### src/rsb_pkg.sv
// rsb_pkg: command and status codes, entry type and helpers shared by the
// retransmit scoreboard cell row and its top level. No dependencies.
`default_nettype none

package rsb_pkg;

  localparam logic [2:0] CMD_SEND = 3'd0;
  localparam logic [2:0] CMD_CUM  = 3'd1;
  localparam logic [2:0] CMD_GAP  = 3'd2;
  localparam logic [2:0] CMD_MISS = 3'd3;
  localparam logic [2:0] CMD_FAST = 3'd4;
  localparam logic [2:0] CMD_MARK = 3'd5;
  localparam logic [2:0] CMD_RETX = 3'd6;

  localparam logic [1:0] ST_OK   = 2'd0;
  localparam logic [1:0] ST_FULL = 2'd1;
  localparam logic [1:0] ST_NONE = 2'd2;

  localparam int unsigned RESULT_LIMIT = 64;
  localparam logic [21:0] BYTES_MAX = 22'h3FFFFF;

  typedef struct packed {
    logic [15:0] len;
    logic        acked;
    logic        retx;
    logic [1:0]  miss;
  } entry_t;

  // serial number compare: a after b
  function automatic logic tsn_gt(input logic [31:0] a, input logic [31:0] b);
    logic [31:0] d;
    d = a - b;
    return (d != 32'd0) && !d[31];
  endfunction

  function automatic logic [21:0] sat_add(input logic [21:0] s, input logic [15:0] v);
    logic [22:0] r;
    r = {1'b0, s} + {7'd0, v};
    return (r > {1'b0, BYTES_MAX}) ? BYTES_MAX : r[21:0];
  endfunction

endpackage

`default_nettype wire

### src/rsb_cell.sv
// rsb_cell: one scoreboard entry of the rotating cell row.
// Depends on rsb_pkg for the entry type.
`default_nettype none

module rsb_cell #(
  parameter int TRANSMIT_COUNT_WIDTH = 8
) (
  input  wire                                  clk,
  input  wire                                  shift_en,
  input  wire                                  wr_en,
  input  wire rsb_pkg::entry_t                 shift_ent,
  input  wire logic [TRANSMIT_COUNT_WIDTH-1:0] shift_tx,
  input  wire rsb_pkg::entry_t                 wr_ent,
  output rsb_pkg::entry_t                      ent,
  output logic [TRANSMIT_COUNT_WIDTH-1:0]      tx
);

  rsb_pkg::entry_t                 ent_r;
  logic [TRANSMIT_COUNT_WIDTH-1:0] tx_r;

  // send writes a fresh entry, sent once
  always_ff @(posedge clk) begin
    if (wr_en) begin
      ent_r <= wr_ent;
      tx_r  <= TRANSMIT_COUNT_WIDTH'(1);
    end else if (shift_en) begin
      ent_r <= shift_ent;
      tx_r  <= shift_tx;
    end
  end

  assign ent = ent_r;
  assign tx  = tx_r;

endmodule

`default_nettype wire

### src/sctp_retransmit_scoreboard.sv
// Retransmit scoreboard: a ring of QUEUE_DEPTH entry cells whose head sits
// at cell 0. Send and the unused command are answered straight from idle.
// A cumulative ack rotates out one retired entry per cycle, then goes to
// S_FIN. Every other command passes S_PREP1 and S_PREP2, then rotates the
// whole row once past the head cell, one entry per cycle, and ends in S_FIN;
// gathers give at most one emitted item per cycle during the rotation and the
// last item at the end. Results are strobed for one cycle and cannot be
// held off. Depends on rsb_pkg and rsb_cell.
`default_nettype none

module sctp_retransmit_scoreboard #(
  parameter int QUEUE_DEPTH          = 64,
  parameter int TRANSMIT_COUNT_WIDTH = 8
) (
  input  wire               clk,
  input  wire               rst_n,
  input  wire               start,
  output logic              busy,
  input  wire logic [2:0]   in_cmd,
  input  wire logic [31:0]  in_tsn_value,
  input  wire logic [15:0]  in_gap_start,
  input  wire logic [15:0]  in_gap_end,
  input  wire logic         in_first_block,
  input  wire logic [15:0]  in_chunk_length,
  input  wire logic         in_in_recovery,
  input  wire logic [15:0]  in_byte_budget,
  output logic              out_strobe,
  output logic [21:0]       out_acked_bytes,
  output logic [31:0]       out_highest_acked,
  output logic [31:0]       out_tsn,
  output logic [15:0]       out_length,
  output logic              out_enter_recovery,
  output logic [1:0]        out_status,
  output logic              out_last,
  input  wire               cfg_valid,
  output logic              cfg_ready,
  input  wire logic [1:0]   cfg_data
);

  localparam int IW = $clog2(QUEUE_DEPTH);
  localparam int CW = $clog2(QUEUE_DEPTH + 1);
  localparam int TW = TRANSMIT_COUNT_WIDTH;

  localparam logic [2:0] S_IDLE  = 3'd0;
  localparam logic [2:0] S_PREP1 = 3'd1;
  localparam logic [2:0] S_PREP2 = 3'd2;
  localparam logic [2:0] S_WALK  = 3'd3;
  localparam logic [2:0] S_CUM   = 3'd4;
  localparam logic [2:0] S_FIN   = 3'd5;

  logic [2:0]    state_r;
  logic [1:0]    thr_r;
  logic [CW-1:0] cnt_r;
  logic [31:0]   cum_r, next_r;
  logic [CW-1:0] sp_r;
  logic          gfail_r, fp_r;
  logic [31:0]   ghigh_r;

  logic [2:0]    cmd_r;
  logic [31:0]   tval_r;
  logic [15:0]   gs_r, ge_r;
  logic          inrec_r;
  logic [31:0]   base_r, jstart_r;
  logic          ok_r, fpg_r;
  logic [CW-1:0] jfirst_r, jlast_r;
  logic [IW-1:0] step_r;
  logic [21:0]   sum_r;
  logic [15:0]   rem_r;
  logic          stop_r, reached_r;
  logic [6:0]    nemit_r;
  logic          hold_v_r;
  logic [31:0]   hold_tsn_r;
  logic [15:0]   hold_len_r;

  logic          out_strobe_r, out_enter_r, out_last_r;
  logic [21:0]   out_bytes_r;
  logic [31:0]   out_high_r, out_tsn_r;
  logic [15:0]   out_len_r;
  logic [1:0]    out_status_r;

  rsb_pkg::entry_t       ent_q [QUEUE_DEPTH];
  logic [TW-1:0]         tx_q  [QUEUE_DEPTH];
  rsb_pkg::entry_t       proc_ent, wr_ent;
  logic [TW-1:0]         proc_tx;
  logic                  shift_en, send_we;

  // head cell processing
  logic [1:0]    th;
  logic [CW-1:0] step_zx;
  logic          live, emit, hit, stop_set, reach_set, retire;
  logic [31:0]   tsn_i, t0;

  assign th      = (thr_r == 2'd0) ? 2'd1 : thr_r;
  assign step_zx = CW'(step_r);
  assign live    = step_zx < cnt_r;
  assign tsn_i   = base_r + 32'(step_r);
  assign t0      = next_r - 32'(cnt_r);
  assign retire  = (cnt_r != '0) && !rsb_pkg::tsn_gt(t0, tval_r);

  always_comb begin
    proc_ent  = ent_q[0];
    proc_tx   = tx_q[0];
    emit      = 1'b0;
    hit       = 1'b0;
    stop_set  = 1'b0;
    reach_set = 1'b0;
    if (state_r == S_WALK) begin
      case (cmd_r)
        rsb_pkg::CMD_GAP: begin
          if (ok_r && live && step_zx >= jfirst_r && step_zx <= jlast_r &&
              !ent_q[0].acked) begin
            proc_ent.acked = 1'b1;
            hit            = 1'b1;
          end
        end
        rsb_pkg::CMD_MISS: begin
          if (live && !stop_r) begin
            // entries strictly below the reported tsn count up
            if (tsn_i != tval_r && !rsb_pkg::tsn_gt(tsn_i, tval_r)) begin
              if (!ent_q[0].acked && ent_q[0].miss < th) begin
                proc_ent.miss = ent_q[0].miss + 2'd1;
                reach_set     = (ent_q[0].miss + 2'd1) == th;
              end
            end else begin
              stop_set = 1'b1;
            end
          end
        end
        rsb_pkg::CMD_FAST: begin
          if (fpg_r && live && !stop_r && rem_r != 16'd0 &&
              nemit_r < 7'(rsb_pkg::RESULT_LIMIT)) begin
            if (!ent_q[0].acked && tx_q[0] <= TW'(1) && ent_q[0].miss >= th) begin
              if (rem_r < ent_q[0].len) stop_set = 1'b1;
              else emit = 1'b1;
            end
          end
        end
        rsb_pkg::CMD_RETX: begin
          if (live && !stop_r && nemit_r < 7'(rsb_pkg::RESULT_LIMIT)) begin
            if (ent_q[0].retx && !ent_q[0].acked) begin
              if (rem_r < ent_q[0].len) begin
                stop_set = 1'b1;
              end else begin
                emit          = 1'b1;
                proc_ent.retx = 1'b0;
              end
            end
          end
        end
        rsb_pkg::CMD_MARK: begin
          if (live && !ent_q[0].acked) proc_ent.retx = 1'b1;
        end
        default: ;
      endcase
      if (emit && tx_q[0] != {TW{1'b1}}) proc_tx = tx_q[0] + TW'(1);
    end
  end

  assign shift_en = (state_r == S_WALK) || (state_r == S_CUM && retire);
  assign send_we  = (state_r == S_IDLE) && start && (in_cmd == rsb_pkg::CMD_SEND) &&
                    (cnt_r < CW'(QUEUE_DEPTH));
  assign wr_ent   = '{len: in_chunk_length, acked: 1'b0, retx: 1'b0, miss: 2'd0};

  for (genvar k = 0; k < QUEUE_DEPTH; k++) begin : g_cell
    rsb_pkg::entry_t nb_ent;
    logic [TW-1:0]   nb_tx;
    if (k == QUEUE_DEPTH - 1) begin : g_tail
      assign nb_ent = proc_ent;
      assign nb_tx  = proc_tx;
    end else begin : g_mid
      assign nb_ent = ent_q[k+1];
      assign nb_tx  = tx_q[k+1];
    end
    rsb_cell #(.TRANSMIT_COUNT_WIDTH(TW)) u_cell (
      .clk       (clk),
      .shift_en  (shift_en),
      .wr_en     (send_we && cnt_r[IW-1:0] == IW'(k)),
      .shift_ent (nb_ent),
      .shift_tx  (nb_tx),
      .wr_ent    (wr_ent),
      .ent       (ent_q[k]),
      .tx        (tx_q[k])
    );
  end

  // gap range check
  logic        gvalid, ginr;
  logic [32:0] jend;
  assign gvalid = !gfail_r && (gs_r <= ge_r);
  assign ginr   = (jstart_r < 32'(cnt_r)) && (jstart_r >= 32'(sp_r));
  assign jend   = {1'b0, jstart_r} + {17'd0, ge_r - gs_r};

  always_ff @(posedge clk) begin
    if (!rst_n) begin
      state_r      <= S_IDLE;
      thr_r        <= 2'd3;
      cnt_r        <= '0;
      cum_r        <= '1;
      next_r       <= '0;
      sp_r         <= '0;
      gfail_r      <= 1'b0;
      ghigh_r      <= '0;
      fp_r         <= 1'b0;
      nemit_r      <= '0;
      hold_v_r     <= 1'b0;
      out_strobe_r <= 1'b0;
    end else begin
      out_strobe_r <= 1'b0;
      out_bytes_r  <= '0;
      out_high_r   <= '0;
      out_tsn_r    <= '0;
      out_len_r    <= '0;
      out_enter_r  <= 1'b0;
      out_status_r <= rsb_pkg::ST_OK;
      out_last_r   <= 1'b0;
      if (cfg_valid) thr_r <= cfg_data;
      unique case (state_r)
        S_IDLE: begin
          if (start) begin
            cmd_r     <= in_cmd;
            tval_r    <= in_tsn_value;
            gs_r      <= in_gap_start;
            ge_r      <= in_gap_end;
            inrec_r   <= in_in_recovery;
            rem_r     <= in_byte_budget;
            base_r    <= next_r - 32'(cnt_r);
            sum_r     <= '0;
            stop_r    <= 1'b0;
            reached_r <= 1'b0;
            nemit_r   <= '0;
            hold_v_r  <= 1'b0;
            step_r    <= '0;
            fpg_r     <= fp_r;
            if (in_cmd == rsb_pkg::CMD_FAST) fp_r <= 1'b0;
            if (in_cmd == rsb_pkg::CMD_GAP && in_first_block) begin
              sp_r    <= '0;
              gfail_r <= 1'b0;
              ghigh_r <= cum_r;
            end
            if (in_cmd == rsb_pkg::CMD_SEND) begin
              out_strobe_r <= 1'b1;
              out_last_r   <= 1'b1;
              out_tsn_r    <= next_r;
              if (send_we) begin
                cnt_r     <= cnt_r + CW'(1);
                next_r    <= next_r + 32'd1;
                out_len_r <= in_chunk_length;
              end else begin
                out_status_r <= rsb_pkg::ST_FULL;
              end
            end else if (in_cmd == rsb_pkg::CMD_CUM) begin
              state_r <= S_CUM;
            end else if (in_cmd > rsb_pkg::CMD_RETX) begin
              out_strobe_r <= 1'b1;
              out_last_r   <= 1'b1;
            end else begin
              state_r <= S_PREP1;
            end
          end
        end
        S_PREP1: begin
          jstart_r <= cum_r - base_r + 32'(gs_r);
          state_r  <= S_PREP2;
        end
        S_PREP2: begin
          ok_r <= (cmd_r == rsb_pkg::CMD_GAP) && gvalid && ginr;
          if (cmd_r == rsb_pkg::CMD_GAP && gvalid) begin
            if (!ginr) begin
              gfail_r <= 1'b1;
            end else begin
              jfirst_r <= jstart_r[CW-1:0];
              // block runs past the newest entry: mark up to it, then fail
              if (jend >= 33'(cnt_r)) begin
                gfail_r <= 1'b1;
                jlast_r <= cnt_r - CW'(1);
                sp_r    <= cnt_r - CW'(1);
              end else begin
                jlast_r <= jend[CW-1:0];
                sp_r    <= jend[CW-1:0];
              end
            end
          end
          state_r <= S_WALK;
        end
        S_WALK: begin
          step_r <= step_r + IW'(1);
          if (step_r == IW'(QUEUE_DEPTH - 1)) state_r <= S_FIN;
          if (stop_set) stop_r <= 1'b1;
          if (reach_set) reached_r <= 1'b1;
          if (hit) begin
            sum_r   <= rsb_pkg::sat_add(sum_r, ent_q[0].len);
            ghigh_r <= tsn_i;
          end
          if (emit) begin
            if (hold_v_r) begin
              out_strobe_r <= 1'b1;
              out_tsn_r    <= hold_tsn_r;
              out_len_r    <= hold_len_r;
            end
            hold_v_r   <= 1'b1;
            hold_tsn_r <= tsn_i;
            hold_len_r <= ent_q[0].len;
            nemit_r    <= nemit_r + 7'd1;
            rem_r      <= rem_r - ent_q[0].len;
          end
        end
        S_CUM: begin
          if (retire) begin
            cnt_r <= cnt_r - CW'(1);
            cum_r <= t0;
            if (!ent_q[0].acked) sum_r <= rsb_pkg::sat_add(sum_r, ent_q[0].len);
          end else begin
            state_r <= S_FIN;
          end
        end
        S_FIN: begin
          state_r      <= S_IDLE;
          out_strobe_r <= 1'b1;
          out_last_r   <= 1'b1;
          case (cmd_r) inside
            rsb_pkg::CMD_CUM: begin
              out_bytes_r <= sum_r;
              out_tsn_r   <= cum_r;
              sp_r        <= '0;
              if (inrec_r) fp_r <= 1'b1;
            end
            rsb_pkg::CMD_GAP: begin
              out_bytes_r <= sum_r;
              out_high_r  <= ghigh_r;
            end
            rsb_pkg::CMD_MISS: begin
              if (!inrec_r && reached_r) begin
                fp_r        <= 1'b1;
                out_enter_r <= 1'b1;
              end
            end
            rsb_pkg::CMD_FAST, rsb_pkg::CMD_RETX: begin
              if (hold_v_r) begin
                out_tsn_r <= hold_tsn_r;
                out_len_r <= hold_len_r;
              end else begin
                out_status_r <= rsb_pkg::ST_NONE;
              end
              hold_v_r <= 1'b0;
            end
            default: ;
          endcase
        end
        default: state_r <= S_IDLE;
      endcase
    end
  end

  assign busy               = (state_r != S_IDLE);
  assign cfg_ready          = 1'b1;
  assign out_strobe         = out_strobe_r;
  assign out_acked_bytes    = out_bytes_r;
  assign out_highest_acked  = out_high_r;
  assign out_tsn            = out_tsn_r;
  assign out_length         = out_len_r;
  assign out_enter_recovery = out_enter_r;
  assign out_status         = out_status_r;
  assign out_last           = out_last_r;

  a_cnt_bound: assert property (@(posedge clk) disable iff (!rst_n)
    cnt_r <= CW'(QUEUE_DEPTH)) else $error("entry count above depth");

  a_last_idle: assert property (@(posedge clk) disable iff (!rst_n)
    out_strobe && out_last |-> !busy) else $error("final item while busy");

  a_accept_moves: assert property (@(posedge clk) disable iff (!rst_n)
    start && !busy |=> out_strobe || busy) else $error("accepted item dropped");

  a_emit_limit: assert property (@(posedge clk) disable iff (!rst_n)
    nemit_r <= 7'(rsb_pkg::RESULT_LIMIT)) else $error("too many gathered items");

endmodule

`default_nettype wire
### config.mk
export PLATFORM = sky130hd
export DESIGN_NAME = sctp_retransmit_scoreboard
export DESIGN_NICKNAME = d
export VERILOG_FILES = /design/src/rsb_pkg.sv /design/src/rsb_cell.sv /design/src/sctp_retransmit_scoreboard.sv
export SDC_FILE = /design/constraint.sdc
export NUM_CORES = 2
export LEC_CHECK = 0
export BUFFER_PORTS_ARGS = -buffer_cell sky130_fd_sc_hd__buf_2
export CAP_MARGIN = 20
export CORE_MARGIN = 3
export CORE_UTILIZATION = 55
export CTS_CLUSTER_DIAMETER = 150
export CTS_CLUSTER_SIZE = 14
export DETAILED_ROUTE_END_ITERATION = 10
export PLACE_DENSITY = 0.71
export SLEW_MARGIN = 10
export SYNTH_ARGS = -nofsm -noshare
export SYNTH_HDL_FRONTEND = slang
export SYNTH_SLANG_ARGS = --single-unit
### constraint.sdc
create_clock -name clk -period 9.8 [get_ports clk]
set_input_delay 1.96 -clock clk [delete_from_list [all_inputs] [get_ports clk]]
set_output_delay 1.96 -clock clk [all_outputs]
set_load 0.02 [all_outputs]
==> qor.yml <==
worst_setup_path:
  cp_slowest_stage_delay_ps: 630
  crit_buf_inv: 2
  reg2reg_setup_slack_ps: 1200
  slowest_stage: "dfxtp_1"
  cp-start-kind: "flip-flop"
  criticalPathCategory: "flip-flop to flip-flop"
  worst-endpoint-arrival_ps: 9070
  critPathRequiredTime_ps: 10270
  cp-end-kind: "flip-flop"
  path_delay_family: "simple AND/OR/NAND/NOR gates"
  path_max_fanout: 60
  crit_top_cell: "nand2_1"
yosys:
  synth.avg_cell_area_um2: 10.9
  synth-edff-count: 1372
  synth_common_cells: "nand2_1 (1945), edfxtp_1 (1372), a22o_1 (1036), dfxtp_1 (894), a21oi_1 (883)"
  synth_nets: 9399
  syn-cell-area_um2: 98300
  synth_top_area_cell: "edfxtp_1"
  synth_ff_type: "edfxtp_1"
  syn_inst: 9033
  yosys_warnings: 0
  ys_types: 85
  synth_seq_cells: 2266
  yosysMostFrequentCell: "nand2_1"
  async_flop_share_pct: 0
  synth_top_cells_by_area: "edfxtp_1 (42%), dfxtp_1 (18%), a22o_1 (9.2%)"
  synth_top_area_share_pct: 41.9
  ys_seq_area_share_pct: 60.1
layout:
  syn2layout_area_growth_pct: 8.71
  nets: 9303
  drive_gt1_share_pct: 7.56
die:
  io_pins: 216
  row_count: 154
  coreArea_um2: 177000
  dieWidth_um: 429
  die_area_um2: 184000
  die_h_um: 429
  initial_utilization_pct: 55.6
sta:
  fmax_mhz: 116
  fin_hold_ws_ps: 425
  skew_ps: 62.9
  setup_tns_ps: 0
  finalCriticalPeriod_ps: 8600
  rsz0062_at_grt: "false"
  slew_violations: 0
  hold_viol_final: 0
  worst_pin_slew_ps: 1200
  setup_viol_count_final: 0
  slew_headroom_pct: 20.3
  fin_crit_sh_pct: 87.7
detailed_routing:
  drt-initial-drc-count: 7045
  routed_via_density: 6.18
  vias: 70500
  dr.pass1.iters: 6
  wl_um: 274000
  ant_nets: 0
  drc: 0
  avgRoutedWirePerCell_um: 24.0
grt:
  grt_pass1_wl_um: 412000
  track_usage_pct: 28.9
  antenna_found_initial: 9
  grt_max_degree: 202
  grt_pass1_vias: 67800
  overflow: 0
clock_tree:
  ctsHoldBuffers: 0
  cts_max_path_buffers: 3
  cts_inserted_buffers: 179
  cts_max_level: 4
  ctsResizeCount: 0
  cts_tree: "done"
  clk_pin_slew_ps: 70
  clkLatencyLatePin_ps: 840
  cts-root-buf: "clkbuf_16"
  post-cts-setup-buffers: 0
  clock-sinks: 2266
worst_hold_path:
  min_path_type: "flip-flop to flip-flop"
placed_design:
  dp.final_hpwl_um: 184000
  gp_congestion: 0.945
  port_buffers: 214
power:
  peakVddDrop_mv: 0.183
  powerDensity_nw_per_um2: 254
  leakagePower_nw: 41.0
flow_run:
  cap_violations: 0
outcome:
  outcome: "finished clean"
## layout make-up
cell class	count	area (µm²)
inverters	261	980
repair buffers	387	2940
diodes	3	7.51
multi-input cells	5842	35700
clock inverters	13	269
fillers	14200	70000
clock buffers	310	5020
well taps	2340	2930
flip-flops and latches	2266	59100
## kinds of logic (layout without fill, tap and decap cells)
family                     after synthesis  count (layout)  synth area share (%)
buffers and inverters                  925             971                  3.83
AOI/OAI and AO/OA                     2440            2440                  17.5
xor gates and xnor gates               200             200                  1.80
adders and majority gates              259             259                  3.47
other                                    1               4               0.00381
muxes                                   87              87                 0.897
and+or+nand+nor                       2855            2855                  12.4
DFF                                   2266            2266                  60.1
## worst reg2reg max path: stages (launching register included)
cell	delay [ps]
dfxtp_1	630
clkinv_1	460
ha_1	480
nor2b_1	150
o21ai_0	140
nand2b_1	110
nand2_1	130
nand2b_1	80
a21o_1	220
a21oi_1	570
nand2_1	220
nor3_1	220
xor2_1	320
ha_1	410
a21o_1	220
a21oi_1	150
nor3b_1	60
or4_1	550
a2111oi_2	370
nand4_1	120
or4_1	540
nor4_2	510
o21ai_4	130
and2_4	390
buf_4	450
nand2_1	650
## path summary, 6_finish.rpt
| kind | start | endpoint | depth (start not counted) |
|---|---|---|---|
| worst max-delay path | cnt_r[2] | g_cell[12].u_cell.ent[15] | 25 |
| worst min-delay path | g_cell[1].u_cell.ent[0] | g_cell[0].u_cell.ent[0] | 2 |
| worst max register to register | cnt_r[2] | g_cell[12].u_cell.ent[15] | 25 |
| worst min register to register | g_cell[1].u_cell.ent[0] | g_cell[0].u_cell.ent[0] | 2 |
## layer usage
metal  track usage, %  up-vias  part of all wire [%]
li1                 -    32400                     -
met1             36.9    34700                    39
met2             47.3     2723                    47
met3             5.21      663                   7.4
met4             15.2        4                   5.9
met5                0        -                 0.022
## sequential cells by signal (all words and copies together) (netlist names), 32 cells and up
name,count
g_cell.u_cell.ent,1280
cum_r,32
next_r,32
out_tsn,32
base_r,32
jstart_r,32
tval_r,32
ghigh_r,32
g_cell.u_cell.tx,512
out_highest_acked,32
hold_tsn_r,32
## cells in the final DEF, fill, tap and decap left out, types with 34 or more instances in the layout
cell type  Yosys  routed
a21o_1        61      61
a21oi_1      883     881
a22o_1      1036    1036
and2_1       102     100
and3_1        55      54
buf_2        220     198
buf_4          2     139
clkbuf_1     418     128
clkbuf_16      0     181
dfxtp_1      894     894
edfxtp_1    1372    1372
ha_1         236     236
inv_1        254     253
mux2i_1       78      78
nand2_1     1945    1943
nand2b_1      38      37
nand3_1      160     160
nand4_1       46      46
nor2_1       247     203
nor2_2         0      44
nor2b_1       39      39
nor3_1        84      80
nor4_1        35      34
o21a_1        38      37
o21ai_0      134     130
xnor2_1      138     138
xor2_1        61      61
## per-stage QoR
step,utilization (%),instance area [µm²],setup WS [ps],std cells,power [mW]
2_1_floorplan,-,98300,2810,9033,18.4
3_3_place_gp,57.3,101000,1550,11100,20.1
3_5_place_dp,57.3,101000,1290,11100,20.4
4_1_cts,60.3,107000,1310,11400,27.2
5_1_grt,60.4,107000,697,11400,28.6
6_report,60.4,107000,1200,11400,27.2
## report_power, final
group          internal [mW]  switching [mW]  total [mW]
combinational           2.46            3.88        6.34
clock                   3.50            3.39        6.90
sequential              12.7            1.25        13.9
No activity file was read; power rests on OpenSTA's default activity.
